$ cat config.mk
export PLATFORM = sky130hd
export DESIGN_NAME = binary_majority_smoothing_filter_core
export DESIGN_NICKNAME = d
export VERILOG_FILES = /design/src/hw/rtl/bmsf_pkg.sv /design/src/hw/rtl/binary_majority_smoothing_filter_core.sv /design/src/hw/rtl/bmsf_front.sv /design/src/hw/rtl/bmsf_op_queue.sv /design/src/hw/rtl/bmsf_back.sv
export SDC_FILE = /design/constraint.sdc
export NUM_CORES = 1
export LEC_CHECK = 0
export BUFFER_PORTS_ARGS = -buffer_cell sky130_fd_sc_hd__buf_2
export CAP_MARGIN = 30
export CORE_MARGIN = 5
export CORE_UTILIZATION = 55
export DETAILED_ROUTE_END_ITERATION = 6
export GPL_ROUTABILITY_DRIVEN = 0
export PLACE_DENSITY = 0.71
export SLEW_MARGIN = 20
export SYNTH_ARGS = -nofsm -noshare
export SYNTH_HDL_FRONTEND = slang
export SYNTH_HIERARCHICAL = 1
export SYNTH_SLANG_ARGS = --single-unit
$ cat constraint.sdc
create_clock -name clk -period 8.6 [get_ports clk]
set_clock_uncertainty 0.05 [all_clocks]
set_input_delay 1.29 -clock clk [delete_from_list [all_inputs] [get_ports clk]]
set_output_delay 1.29 -clock clk [all_outputs]
set_load 0.005 [all_outputs]
$ cat src/hw/rtl/bmsf_pkg.sv
package bmsf_pkg;

    localparam int MAX_LINE  = 256;
    localparam int COL_W     = $clog2(MAX_LINE);
    localparam int LEN_W     = COL_W + 1;
    localparam int CNT_W     = 12;
    localparam int ILINE_W   = CNT_W + 1;
    localparam int CFG_W     = 12;
    localparam int CFG_IDX_W = 1;

    localparam logic [CFG_IDX_W-1:0] REG_LINE_LENGTH = 1'b0;
    localparam logic [CFG_IDX_W-1:0] REG_LINE_COUNT  = 1'b1;

    localparam logic [LEN_W-1:0] LINE_LENGTH_RST = LEN_W'(90);
    localparam logic [CNT_W-1:0] LINE_COUNT_RST  = CNT_W'(180);

    localparam int Q_DEPTH = 4;
    localparam int Q_PTR_W = $clog2(Q_DEPTH);
    localparam int Q_CNT_W = Q_PTR_W + 1;

    // window threshold: wall when more than this many walls
    localparam int MAJ_LIMIT = 4;

    typedef struct packed {
        logic [COL_W-1:0] col;
        logic             filling;
        logic             in_wall;
        logic             primed;
        logic             left_ok;
        logic             right_ok;
        logic             top_ok;
        logic             bottom_ok;
        logic             eol;
        logic             eof;
    } op_t;

    typedef struct packed {
        logic wall;
        logic eol;
        logic eof;
    } res_t;

endpackage

$ cat src/hw/rtl/binary_majority_smoothing_filter_core.sv
// One 3x3 majority smoothing pass over a binary wall map streamed in raster
// order (1 = wall). Cells outside the map count as walls; a result is a wall
// when more than four of the nine window cells are walls. Set line_length
// (index 0, 1..256) and line_count (index 1, 1..4095) while idle. The block
// takes one item per clock through push/full, while full is low, and
// delivers results through empty/pop; results trail the input by one line
// plus one cell, so after the last cell of the map push line_length + 1
// drain items (kind = 1) to flush it. A cell pushed after the frame ended
// but before its last result acts as a drain. A result passes through the
// op queue, the registered read of the line store and the result queue
// before it is on the outputs.
module binary_majority_smoothing_filter_core
    import bmsf_pkg::*;
(
    input  logic                 clk,
    input  logic                 rst_n,
    input  logic                 cfg_wr_en,
    input  logic [CFG_IDX_W-1:0] cfg_addr,
    input  logic [CFG_W-1:0]     cfg_wdata,
    input  logic                 push,
    output logic                 full,
    input  logic                 kind,
    input  logic                 cell_in,
    output logic                 empty,
    input  logic                 pop,
    output logic                 cell_out,
    output logic                 end_of_line,
    output logic                 end_of_frame
);

    logic [LEN_W-1:0] line_length_reg;
    logic [CNT_W-1:0] line_count_reg;

    logic op_valid;
    op_t  front_op;
    op_t  q_op;
    logic q_full;
    logic q_empty;
    logic q_pop;

    always_ff @(posedge clk or negedge rst_n)
    begin
        if (!rst_n)
        begin
            line_length_reg <= LINE_LENGTH_RST;
            line_count_reg  <= LINE_COUNT_RST;
        end
        else if (cfg_wr_en)
        begin
            unique case (cfg_addr)
                REG_LINE_LENGTH: line_length_reg <= cfg_wdata[LEN_W-1:0];
                REG_LINE_COUNT:  line_count_reg  <= cfg_wdata[CNT_W-1:0];
                default: ;
            endcase
        end
    end

    assign full = q_full;

    bmsf_front u_front (
        .clk         (clk),
        .rst_n       (rst_n),
        .line_length (line_length_reg),
        .line_count  (line_count_reg),
        .push        (push),
        .kind        (kind),
        .cell_in     (cell_in),
        .q_full      (q_full),
        .op_valid    (op_valid),
        .op          (front_op)
    );

    bmsf_op_queue u_queue (
        .clk    (clk),
        .rst_n  (rst_n),
        .push   (op_valid),
        .op_in  (front_op),
        .full   (q_full),
        .pop    (q_pop),
        .op_out (q_op),
        .empty  (q_empty)
    );

    bmsf_back u_back (
        .clk          (clk),
        .rst_n        (rst_n),
        .q_empty      (q_empty),
        .q_op         (q_op),
        .q_pop        (q_pop),
        .empty        (empty),
        .pop          (pop),
        .cell_out     (cell_out),
        .end_of_line  (end_of_line),
        .end_of_frame (end_of_frame)
    );

    a_no_push_when_full: assert property (@(posedge clk) disable iff (!rst_n)
        op_valid |-> !q_full)
        else $error("front pushed into a full op queue");

    a_no_pop_when_empty: assert property (@(posedge clk) disable iff (!rst_n)
        q_pop |-> !q_empty)
        else $error("back popped an empty op queue");

    a_push_lands: assert property (@(posedge clk) disable iff (!rst_n)
        (op_valid && q_empty) |=> !q_empty)
        else $error("op transfer into empty queue was lost");

endmodule

$ cat src/hw/rtl/bmsf_front.sv
module bmsf_front
    import bmsf_pkg::*;
(
    input  logic             clk,
    input  logic             rst_n,
    input  logic [LEN_W-1:0] line_length,
    input  logic [CNT_W-1:0] line_count,
    input  logic             push,
    input  logic             kind,
    input  logic             cell_in,
    input  logic             q_full,
    output logic             op_valid,
    output op_t              op
);

    logic [COL_W-1:0]   in_col_reg;
    logic [ILINE_W-1:0] in_line_reg;
    logic [COL_W-1:0]   out_col_reg;
    logic [CNT_W-1:0]   out_line_reg;

    logic [LEN_W-1:0]   len_eff;
    logic [CNT_W-1:0]   cnt_eff;
    logic [ILINE_W-1:0] cnt_ext;
    logic               filling;
    logic [COL_W-1:0]   col;
    logic [LEN_W-1:0]   col_inc;
    logic               wrap;
    logic               primed;
    logic [LEN_W-1:0]   oc_inc;
    logic [ILINE_W-1:0] ol_inc;
    logic               eol;
    logic               eof;
    logic               take;
    logic               drop;

    always_comb
    begin
        len_eff = line_length;
        if (line_length == '0)
        begin
            len_eff = LEN_W'(1);
        end
        else if (line_length > LEN_W'(MAX_LINE))
        begin
            len_eff = LEN_W'(MAX_LINE);
        end
        cnt_eff = (line_count == '0) ? CNT_W'(1) : line_count;
        cnt_ext = {1'b0, cnt_eff};

        filling = in_line_reg < cnt_ext;
        col     = ({1'b0, in_col_reg} >= len_eff) ? '0 : in_col_reg;
        col_inc = {1'b0, col} + LEN_W'(1);
        wrap    = col_inc >= len_eff;
        primed  = (in_line_reg >= ILINE_W'(2))
                  || (in_line_reg == ILINE_W'(1) && col != '0);

        oc_inc = {1'b0, out_col_reg} + LEN_W'(1);
        ol_inc = {1'b0, out_line_reg} + ILINE_W'(1);
        eol    = oc_inc >= len_eff;
        eof    = eol && (ol_inc >= cnt_ext);

        take     = push && !q_full;
        drop     = kind && filling;
        op_valid = take && !drop;

        op.col       = col;
        op.filling   = filling;
        op.in_wall   = cell_in;
        op.primed    = primed;
        op.left_ok   = out_col_reg != '0;
        op.right_ok  = oc_inc < len_eff;
        op.top_ok    = out_line_reg != '0;
        op.bottom_ok = ol_inc < cnt_ext;
        op.eol       = eol;
        op.eof       = eof;
    end

    always_ff @(posedge clk or negedge rst_n)
    begin
        if (!rst_n)
        begin
            in_col_reg   <= '0;
            in_line_reg  <= '0;
            out_col_reg  <= '0;
            out_line_reg <= '0;
        end
        else if (op_valid)
        begin
            if (primed && eof)
            begin
                in_col_reg   <= '0;
                in_line_reg  <= '0;
                out_col_reg  <= '0;
                out_line_reg <= '0;
            end
            else
            begin
                in_col_reg <= wrap ? '0 : col_inc[COL_W-1:0];
                if (wrap && in_line_reg <= cnt_ext)
                begin
                    in_line_reg <= in_line_reg + ILINE_W'(1);
                end
                if (primed)
                begin
                    if (eol)
                    begin
                        out_col_reg  <= '0;
                        out_line_reg <= ol_inc[CNT_W-1:0];
                    end
                    else
                    begin
                        out_col_reg <= oc_inc[COL_W-1:0];
                    end
                end
            end
        end
    end

endmodule

$ cat src/hw/rtl/bmsf_op_queue.sv
module bmsf_op_queue
    import bmsf_pkg::*;
(
    input  logic clk,
    input  logic rst_n,
    input  logic push,
    input  op_t  op_in,
    output logic full,
    input  logic pop,
    output op_t  op_out,
    output logic empty
);

    op_t                q_mem [Q_DEPTH];
    logic [Q_PTR_W-1:0] wr_ptr_reg;
    logic [Q_PTR_W-1:0] rd_ptr_reg;
    logic [Q_CNT_W-1:0] count_reg;
    logic               do_push;
    logic               do_pop;

    assign full    = count_reg == Q_CNT_W'(Q_DEPTH);
    assign empty   = count_reg == '0;
    assign do_push = push && !full;
    assign do_pop  = pop && !empty;
    assign op_out  = q_mem[rd_ptr_reg];

    always_ff @(posedge clk)
    begin
        if (do_push)
        begin
            q_mem[wr_ptr_reg] <= op_in;
        end
    end

    always_ff @(posedge clk or negedge rst_n)
    begin
        if (!rst_n)
        begin
            wr_ptr_reg <= '0;
            rd_ptr_reg <= '0;
            count_reg  <= '0;
        end
        else
        begin
            if (do_push)
            begin
                wr_ptr_reg <= wr_ptr_reg + Q_PTR_W'(1);
            end
            if (do_pop)
            begin
                rd_ptr_reg <= rd_ptr_reg + Q_PTR_W'(1);
            end
            if (do_push && !do_pop)
            begin
                count_reg <= count_reg + Q_CNT_W'(1);
            end
            else if (do_pop && !do_push)
            begin
                count_reg <= count_reg - Q_CNT_W'(1);
            end
        end
    end

endmodule

$ cat src/hw/rtl/bmsf_back.sv
module bmsf_back
    import bmsf_pkg::*;
(
    input  logic clk,
    input  logic rst_n,
    input  logic q_empty,
    input  op_t  q_op,
    output logic q_pop,
    output logic empty,
    input  logic pop,
    output logic cell_out,
    output logic end_of_line,
    output logic end_of_frame
);

    // line store entry: {upper, middle}
    logic [1:0]         store_mem [MAX_LINE];
    logic [1:0]         rdata_reg;
    op_t                op1_reg;
    logic               valid1_reg;

    logic               byp_valid_reg;
    logic [COL_W-1:0]   byp_addr_reg;
    logic [1:0]         byp_data_reg;

    logic [8:0]         window_reg;

    res_t               out_mem [Q_DEPTH];
    logic [Q_PTR_W-1:0] out_wr_reg;
    logic [Q_PTR_W-1:0] out_rd_reg;
    logic [Q_CNT_W-1:0] out_count_reg;

    logic [1:0]         entry;
    logic               up;
    logic               mid;
    logic               bot;
    logic [8:0]         win_new;
    logic [8:0]         terms;
    logic [3:0]         walls;
    logic               wr_en;
    logic               res_push;
    res_t               res;
    logic               out_pop;
    res_t               head;

    assign q_pop = !q_empty
                   && ((out_count_reg + Q_CNT_W'(valid1_reg)) < Q_CNT_W'(Q_DEPTH));

    always_comb
    begin
        entry = (byp_valid_reg && byp_addr_reg == op1_reg.col) ? byp_data_reg : rdata_reg;
        up    = entry[1];
        mid   = entry[0];
        bot   = op1_reg.filling & op1_reg.in_wall;
        win_new = {window_reg[5:0], bot, mid, up};

        // left column in bits 8:6, right column in bits 2:0; row 0 is the top
        terms[8] = (op1_reg.left_ok  && op1_reg.bottom_ok) ? win_new[8] : 1'b1;
        terms[7] =  op1_reg.left_ok                        ? win_new[7] : 1'b1;
        terms[6] = (op1_reg.left_ok  && op1_reg.top_ok)    ? win_new[6] : 1'b1;
        terms[5] =  op1_reg.bottom_ok                      ? win_new[5] : 1'b1;
        terms[4] =  win_new[4];
        terms[3] =  op1_reg.top_ok                         ? win_new[3] : 1'b1;
        terms[2] = (op1_reg.right_ok && op1_reg.bottom_ok) ? win_new[2] : 1'b1;
        terms[1] =  op1_reg.right_ok                       ? win_new[1] : 1'b1;
        terms[0] = (op1_reg.right_ok && op1_reg.top_ok)    ? win_new[0] : 1'b1;
        walls    = 4'($countones(terms));

        res.wall = walls > 4'(MAJ_LIMIT);
        res.eol  = op1_reg.eol;
        res.eof  = op1_reg.eof;

        wr_en    = valid1_reg && op1_reg.filling;
        res_push = valid1_reg && op1_reg.primed;
    end

    always_ff @(posedge clk)
    begin
        if (q_pop)
        begin
            op1_reg   <= q_op;
            rdata_reg <= store_mem[q_op.col];
        end
        if (wr_en)
        begin
            store_mem[op1_reg.col] <= {mid, op1_reg.in_wall};
            byp_addr_reg           <= op1_reg.col;
            byp_data_reg           <= {mid, op1_reg.in_wall};
        end
        if (res_push)
        begin
            out_mem[out_wr_reg] <= res;
        end
    end

    assign empty   = out_count_reg == '0;
    assign out_pop = pop && !empty;
    assign head    = out_mem[out_rd_reg];
    assign cell_out     = head.wall;
    assign end_of_line  = head.eol;
    assign end_of_frame = head.eof;

    always_ff @(posedge clk or negedge rst_n)
    begin
        if (!rst_n)
        begin
            valid1_reg    <= 1'b0;
            byp_valid_reg <= 1'b0;
            window_reg    <= '0;
            out_wr_reg    <= '0;
            out_rd_reg    <= '0;
            out_count_reg <= '0;
        end
        else
        begin
            valid1_reg <= q_pop;
            if (wr_en)
            begin
                byp_valid_reg <= 1'b1;
            end
            if (valid1_reg)
            begin
                window_reg <= win_new;
            end
            if (res_push)
            begin
                out_wr_reg <= out_wr_reg + Q_PTR_W'(1);
            end
            if (out_pop)
            begin
                out_rd_reg <= out_rd_reg + Q_PTR_W'(1);
            end
            if (res_push && !out_pop)
            begin
                out_count_reg <= out_count_reg + Q_CNT_W'(1);
            end
            else if (out_pop && !res_push)
            begin
                out_count_reg <= out_count_reg - Q_CNT_W'(1);
            end
        end
    end

endmodule

==> impl_metrics.env, run 1 <==
export IMPL_synthXorXnorAreaFrac=0.0137
export IMPL_num_vias=17600
export IMPL_netlist_area_um2=31300
export IMPL_clkPwrFrac=0.265
export IMPL_synthSimpleGateAreaFrac=0.0834
export IMPL_cts_root_buffer="clkbuf_16"
export IMPL_grt_pass1_wl_um=105000
export IMPL_syn_inst=2017
export IMPL_drc=0
export IMPL_ir_drop_v=0.000286
export IMPL_final_cell_area_um2=34300
export IMPL_p_seq_frac=0.402
export IMPL_clock_latency_ns=0.61
export IMPL_slew_violations=0
export IMPL_placed_cell_area_um2=31800
export IMPL_drive_above_1_share=0.155
export IMPL_cts_sinks=705
export IMPL_async_flop_share=0.119
export IMPL_ys_seq_area_frac=0.663
export IMPL_synth_compound_area_frac=0.0512
export IMPL_num_io_pins=25
export IMPL_cts_resized=0
export IMPL_dpl_hpwl_um=42900
export IMPL_yosys_warnings=6
export IMPL_firstDrtPassIters=6
export IMPL_crit_path_end_kind="register"
export IMPL_synth_main_ff_cell="edfxtp_1"
export IMPL_final_nets=2125
export IMPL_synth_top_family_by_area="multiplexers"
export IMPL_track_usage=0.216
export IMPL_areaGrowthSynthToFinish_pct=9.59
export IMPL_timing_final_crit_period_ns=5.59
export IMPL_syn_num_nets=2114
export IMPL_r2r_end="u_back/out_mem[2][2]"
export IMPL_initial_core_util=0.555
export IMPL_status="complete, no violations"
export IMPL_tightest_slew_ns=1.38
export IMPL_htreeDepth=3
export IMPL_antenna_found_initial=0
export IMPL_die_x_um=249
export IMPL_wire_per_inst_um=23.7
export IMPL_design_core_area_um2=56400
export IMPL_finalSetupTns_ns=0
export IMPL_reg2reg_slack_ns=3.01
export IMPL_cts_hold_buf=0
export IMPL_p_switching_mw=3.98
export IMPL_worst_setup_path_type="register to register"
export IMPL_synth_edf_count=621
export IMPL_hold_path_class="register to register"
export IMPL_post_route_period_util=0.650
export IMPL_antenna_cells=0
export IMPL_reg2reg_from="u_back/op1_reg[11]"
export IMPL_post_cts_setup_buffer_count=0
export IMPL_largest_reg_flops=512
export IMPL_drt_iter0_markers=1898
export IMPL_p_total_mw=11.8
export IMPL_die_area_um2=61800
export IMPL_holdWs_ns=0.446
export IMPL_comb_power_share=0.333
export IMPL_synth_seq_cells=705
export IMPL_grt_max_degree=260
export IMPL_synth_distinct_cells=91
export IMPL_final_core_util=0.609
export IMPL_cts_clk_slew_worst_paths_ns=0.06
export IMPL_cp_max_fo=12
export IMPL_finalHoldViolCount=0
export IMPL_cts_tree="built"
export IMPL_crit_path_start_kind="register"
export IMPL_port_buffers=24
export IMPL_dieHeight_um=249
export IMPL_cap_violations=0
export IMPL_fp_row_count=87
export IMPL_grt_setup_unrepaired="no"
export IMPL_cp_arrival_ns=5.88
export IMPL_final_common_cell="edfxtp_1"
export IMPL_worstHoldPathCells=1
export IMPL_grt_pass1_vias=18000
export IMPL_fmax_mhz=179
export IMPL_synth_fa_ha_area_frac=0.0324
export IMPL_crit_required_ns=8.89
export IMPL_relSlewSlack=0.0799
export IMPL_finalSetupViolCount=0
export IMPL_avgSynthCellArea_um2=15.5
export IMPL_clk_path_buf_depth=3
export IMPL_power_density_nw_per_um2=344
export IMPL_internal_power_mw=7.82
export IMPL_worstHoldEndpoint="u_back/byp_valid_reg"
export IMPL_synthMuxAreaShare=0.123
export IMPL_grt_overflow_total=0
export IMPL_numCtsBuffers=72
export IMPL_rr_worst_depth=16
export IMPL_swShare=0.337
export IMPL_cellLeakagePower_nw=11.6
export IMPL_final_cell_mix="edfxtp_1 (621), nor2_1 (308), mux4_2 (91)"
export IMPL_antenna_left=0
export IMPL_vias_per_cell=6.19
export IMPL_holdCritStartpoint="u_back/byp_valid_reg"
export IMPL_wl_um=67500
==> final cells by class <==
class                           count  area (µm²)
Tap cell                          756         946
Timing Repair Buffer               56         473
Fill cell                        4174       22100
Clock inverter                     41         449
Multi-Input combinational cell   1132        9530
Inverter                           61         239
Sequential cell                   705       20800
Clock buffer                       92        1930
==> synth_stat cells (19+ instances only) <==
cell type,n,area share
nand2_1,86,0.010
nand3_1,60,0.0096
o21ai_0,23,0.0037
clkbuf_1,62,0.0074
inv_1,55,0.0066
xnor2_1,33,0.0092
a21oi_1,28,0.0045
edfxtp_1,621,0.60
mux4_2,93,0.067
mux2i_1,60,0.019
nor2b_1,19,0.0038
ha_1,70,0.028
mux4_1,29,0.024
nor2_1,309,0.037
dfrtp_1,76,0.061
nand4_1,20,0.0040
and2_1,21,0.0042
mux2_2,24,0.0086
==> power groups by stage <==
stage / sequential, mW / clock [mW] / combinational (mW)
global route: 4.77 / 3.34 / 4.27
CTS: 4.74 / 3.18 / 3.89
finish: 4.74 / 3.13 / 3.93
floorplan: 4.85 / 0 / 2.91
global placement: 4.80 / 0 / 3.76
detailed placement: 4.81 / 0 / 3.87
==> cells by family after synthesis <==
family / after synthesis
adder cells (fa/ha/maj): 77
multiplexers: 217
AO/OA/AOI/OAI: 208
buffers and inverters: 180
AND/OR/NAND/NOR: 581
flip-flops: 705
XOR/XNOR: 49
==> stage by stage <==
stage | std cells | worst slack (ns)
global route | 2843 | 2.71
detailed placement | 2704 | 3.06
CTS | 2837 | 3.01
global placement | 2700 | 3.06
finish | 2843 | 3.01
floorplan | 2017 | 1.97
==> routing by layer <==
layer	routed length [µm]	vias up	global-route usage
met4	1580	0	0.0563
li1	-	7799	-
met5	0	-	0
met2	32300	726	0.344
met1	28100	8958	0.313
met3	5450	112	0.0426
==> critical path: stages (launching register included) <==
cell and delay [ns]:
edfxtp_1 0.55, xor2_1 0.22, nor4_1 0.30, nand3_1 0.13, nor4_1 0.64, mux2i_1 0.32, nand3_1 0.13, fa_1 0.52
inv_1 0.05, fa_1 0.50, fa_1 0.55, inv_1 0.05, fa_1 0.46, fa_1 0.45, o22ai_1 0.15, a21oi_1 0.06
a21o_1 0.19
==> how the worst max path moves through the flow <==
stage	startpoint	end	slack, ns
floorplan	u_back/op1_reg[7]	u_back/out_mem[0][2]	1.97
global placement	u_back/op1_reg[11]	u_back/out_mem[0][2]	3.06
detailed placement	u_back/op1_reg[11]	u_back/out_mem[2][2]	3.06
CTS	u_back/op1_reg[11]	u_back/out_mem[0][2]	3.01
global route	u_back/op1_reg[11]	u_back/out_mem[2][2]	2.71
finish	u_back/op1_reg[11]	u_back/out_mem[2][2]	3.01
Power figures use the tool's default switching activity.
==> run 2: changes to the inputs <==
==> constraint.sdc (replaced) <==
create_clock -name clk -period 5.6 [get_ports clk]
set_clock_uncertainty 0.05 [all_clocks]
set_input_delay 0.84 -clock clk [delete_from_list [all_inputs] [get_ports clk]]
set_output_delay 0.84 -clock clk [all_outputs]
set_load 0.005 [all_outputs]
==> run 2 against run 1 <==
Net effect: critical path depth increased by 1; global-route usage increased by 0.20 points; register-to-register slack got worse by 2.4 ns; routed wire length increased by 1.1%; count of clock-buffer cells in the layout decreased by 5; total power increased by 56%; first-iteration DRC count decreased by 3.8%; final area increased by 0.58%; via count decreased by 0.11%; highest routed layer unchanged; setup slack got worse by 2.4 ns.
==> impl_metrics.env, run 2 (same netlist as run 1, synthesis figures left out) <==
export IMPL_dpl_hpwl_um=42900
export IMPL_fillers=4156
export IMPL_final_common_cell="edfxtp_1"
export IMPL_clk_path_buf_depth=3
export IMPL_place_ws_ns=0.586
export IMPL_wl_um=68200
export IMPL_finalSetupViolCount=0
export IMPL_status="complete, no violations"
export IMPL_reg2reg_slack_ns=0.57
export IMPL_placed_cell_area_um2=32000
export IMPL_slew_violations=0
export IMPL_cts_resized=0
export IMPL_cp_arrival_ns=5.32
export IMPL_antenna_found_initial=0
export IMPL_fp_row_count=87
export IMPL_worst_slack_ns=0.570
export IMPL_grtUsageMet1=0.300
export IMPL_cellLeakagePower_nw=11.7
export IMPL_track_usage=0.218
export IMPL_num_vias=17600
export IMPL_worst_setup_path_type="register to register"
export IMPL_drc=0
export IMPL_grt_util_met3=0.0482
export IMPL_cts_sinks=705
export IMPL_grt_overflow_total=0
export IMPL_tightest_slew_ns=1.07
export IMPL_cts_tree="built"
export IMPL_port_buffers=24
export IMPL_die_x_um=249
export IMPL_crit_path_start_kind="register"
export IMPL_firstDrtPassIters=7
export IMPL_grt_pass1_vias=18000
export IMPL_crit_path_end_kind="register"
export IMPL_finalHoldViolCount=0
export IMPL_drive_above_1_share=0.160
export IMPL_htreeDepth=3
export IMPL_timing_final_crit_period_ns=5.03
export IMPL_hold_path_class="input pin to asynchronous set/reset pin"
export IMPL_cp_max_fo=12
export IMPL_fmax_mhz=199
export IMPL_cts_hold_buf=0
export IMPL_met2_usage=0.354
export IMPL_largest_reg_flops=512
export IMPL_grt_setup_unrepaired="no"
export IMPL_top_usage_layer="met2"
export IMPL_design_core_area_um2=56400
export IMPL_relSlewSlack=0.282
export IMPL_final_cell_area_um2=34500
export IMPL_antenna_cells=0
export IMPL_post_route_period_util=0.898
export IMPL_clock_latency_ns=0.61
export IMPL_vias_per_cell=6.18
export IMPL_holdWs_ns=0.0967
export IMPL_post_cts_setup_buffer_count=0
export IMPL_die_area_um2=61800
export IMPL_numCtsBuffers=72
export IMPL_rr_worst_depth=17
export IMPL_power_density_nw_per_um2=534
export IMPL_reg2reg_from="u_back/op1_reg[11]"
export IMPL_areaGrowthSynthToFinish_pct=10.2
export IMPL_final_cell_mix="edfxtp_1 (621), nor2_1 (308), mux4_2 (91)"
export IMPL_final_nets=2132
export IMPL_cts_clk_slew_worst_paths_ns=0.06
export IMPL_dieHeight_um=249
export IMPL_grt_pass1_wl_um=105000
export IMPL_num_io_pins=25
export IMPL_ir_drop_v=0.000409
export IMPL_drt_iter0_markers=1826
export IMPL_finalSetupTns_ns=0
export IMPL_r2r_end="u_back/out_mem[2][2]"
export IMPL_grt_max_degree=259
export IMPL_initial_core_util=0.555
export IMPL_cts_root_buffer="clkbuf_16"
export IMPL_wire_per_inst_um=24.0
export IMPL_crit_required_ns=5.89
export IMPL_antenna_left=0
export IMPL_cap_violations=0
-- run 2: worst max path at each step --
stage          cells after the start                endpoint                from  slack [ns]
6_report                          17    u_back/out_mem[2][2]  u_back/op1_reg[11]        0.57
3_5_place_dp                      17    u_back/out_mem[1][2]  u_back/op1_reg[11]        0.59
3_3_place_gp                      17    u_back/out_mem[0][2]  u_back/op1_reg[11]        0.54
5_1_grt                           18  u_front/in_line_reg[0]  line_length_reg[2]        0.29
4_1_cts                           17    u_back/out_mem[3][2]  u_back/op1_reg[11]        0.58
2_1_floorplan                     12    u_back/out_mem[0][2]   u_back/op1_reg[7]       -0.87
-- run 2: where the power goes --
part	internal, mW	switching, mW	total (mW)	leakage [nW]
registers	6.89	0.364	7.25	6.61
logic	2.34	3.84	6.18	3.90
clock network	3.06	1.95	5.01	1.22
total	12.3	6.16	18.4	11.7
-- run 2: critical path, stage by stage (launching register included) --
cell      delay [ns]
edfxtp_1        0.54
xor2_1          0.22
nor4_1          0.30
nand3_1         0.11
nor4_1          0.30
buf_4           0.20
mux2i_1         0.25
nand3_1         0.12
fa_1            0.49
inv_1           0.05
fa_1            0.45
fa_1            0.50
inv_1           0.05
fa_2            0.36
fa_2            0.42
o22ai_1         0.11
a21oi_1         0.06
a21o_1          0.19
-- run 2: routing by layer --
| layer | part of all wire | up-vias |
|---|---|---|
| met2 | 0.48 | 677 |
| met5 | 0 | - |
| met1 | 0.41 | 8981 |
| met3 | 0.082 | 117 |
| met4 | 0.028 | 0 |
| li1 | - | 7801 |
-- run 2: through the flow --
stage / total power, mW / utilization / instances
after floorplan: 11.9 / - / 2017
after global placement: 13.3 / 0.566 / 2711
after detailed placement: 13.5 / 0.568 / 2716
after CTS: 18.5 / 0.612 / 2844
after global routing: 19.3 / 0.612 / 2845
final: 18.4 / 0.612 / 2845
-- run 2: cell type report --
type | count | area (µm²) | area share
clock inverter | 41 | 513 | 0.0149
clock buffer | 87 | 1970 | 0.0572
inverter | 61 | 239 | 0.00692
tap | 756 | 946 | 0.0274
multi-input combinational | 1132 | 9540 | 0.276
timing repair buffer | 63 | 557 | 0.0161
sequential | 705 | 20800 | 0.601
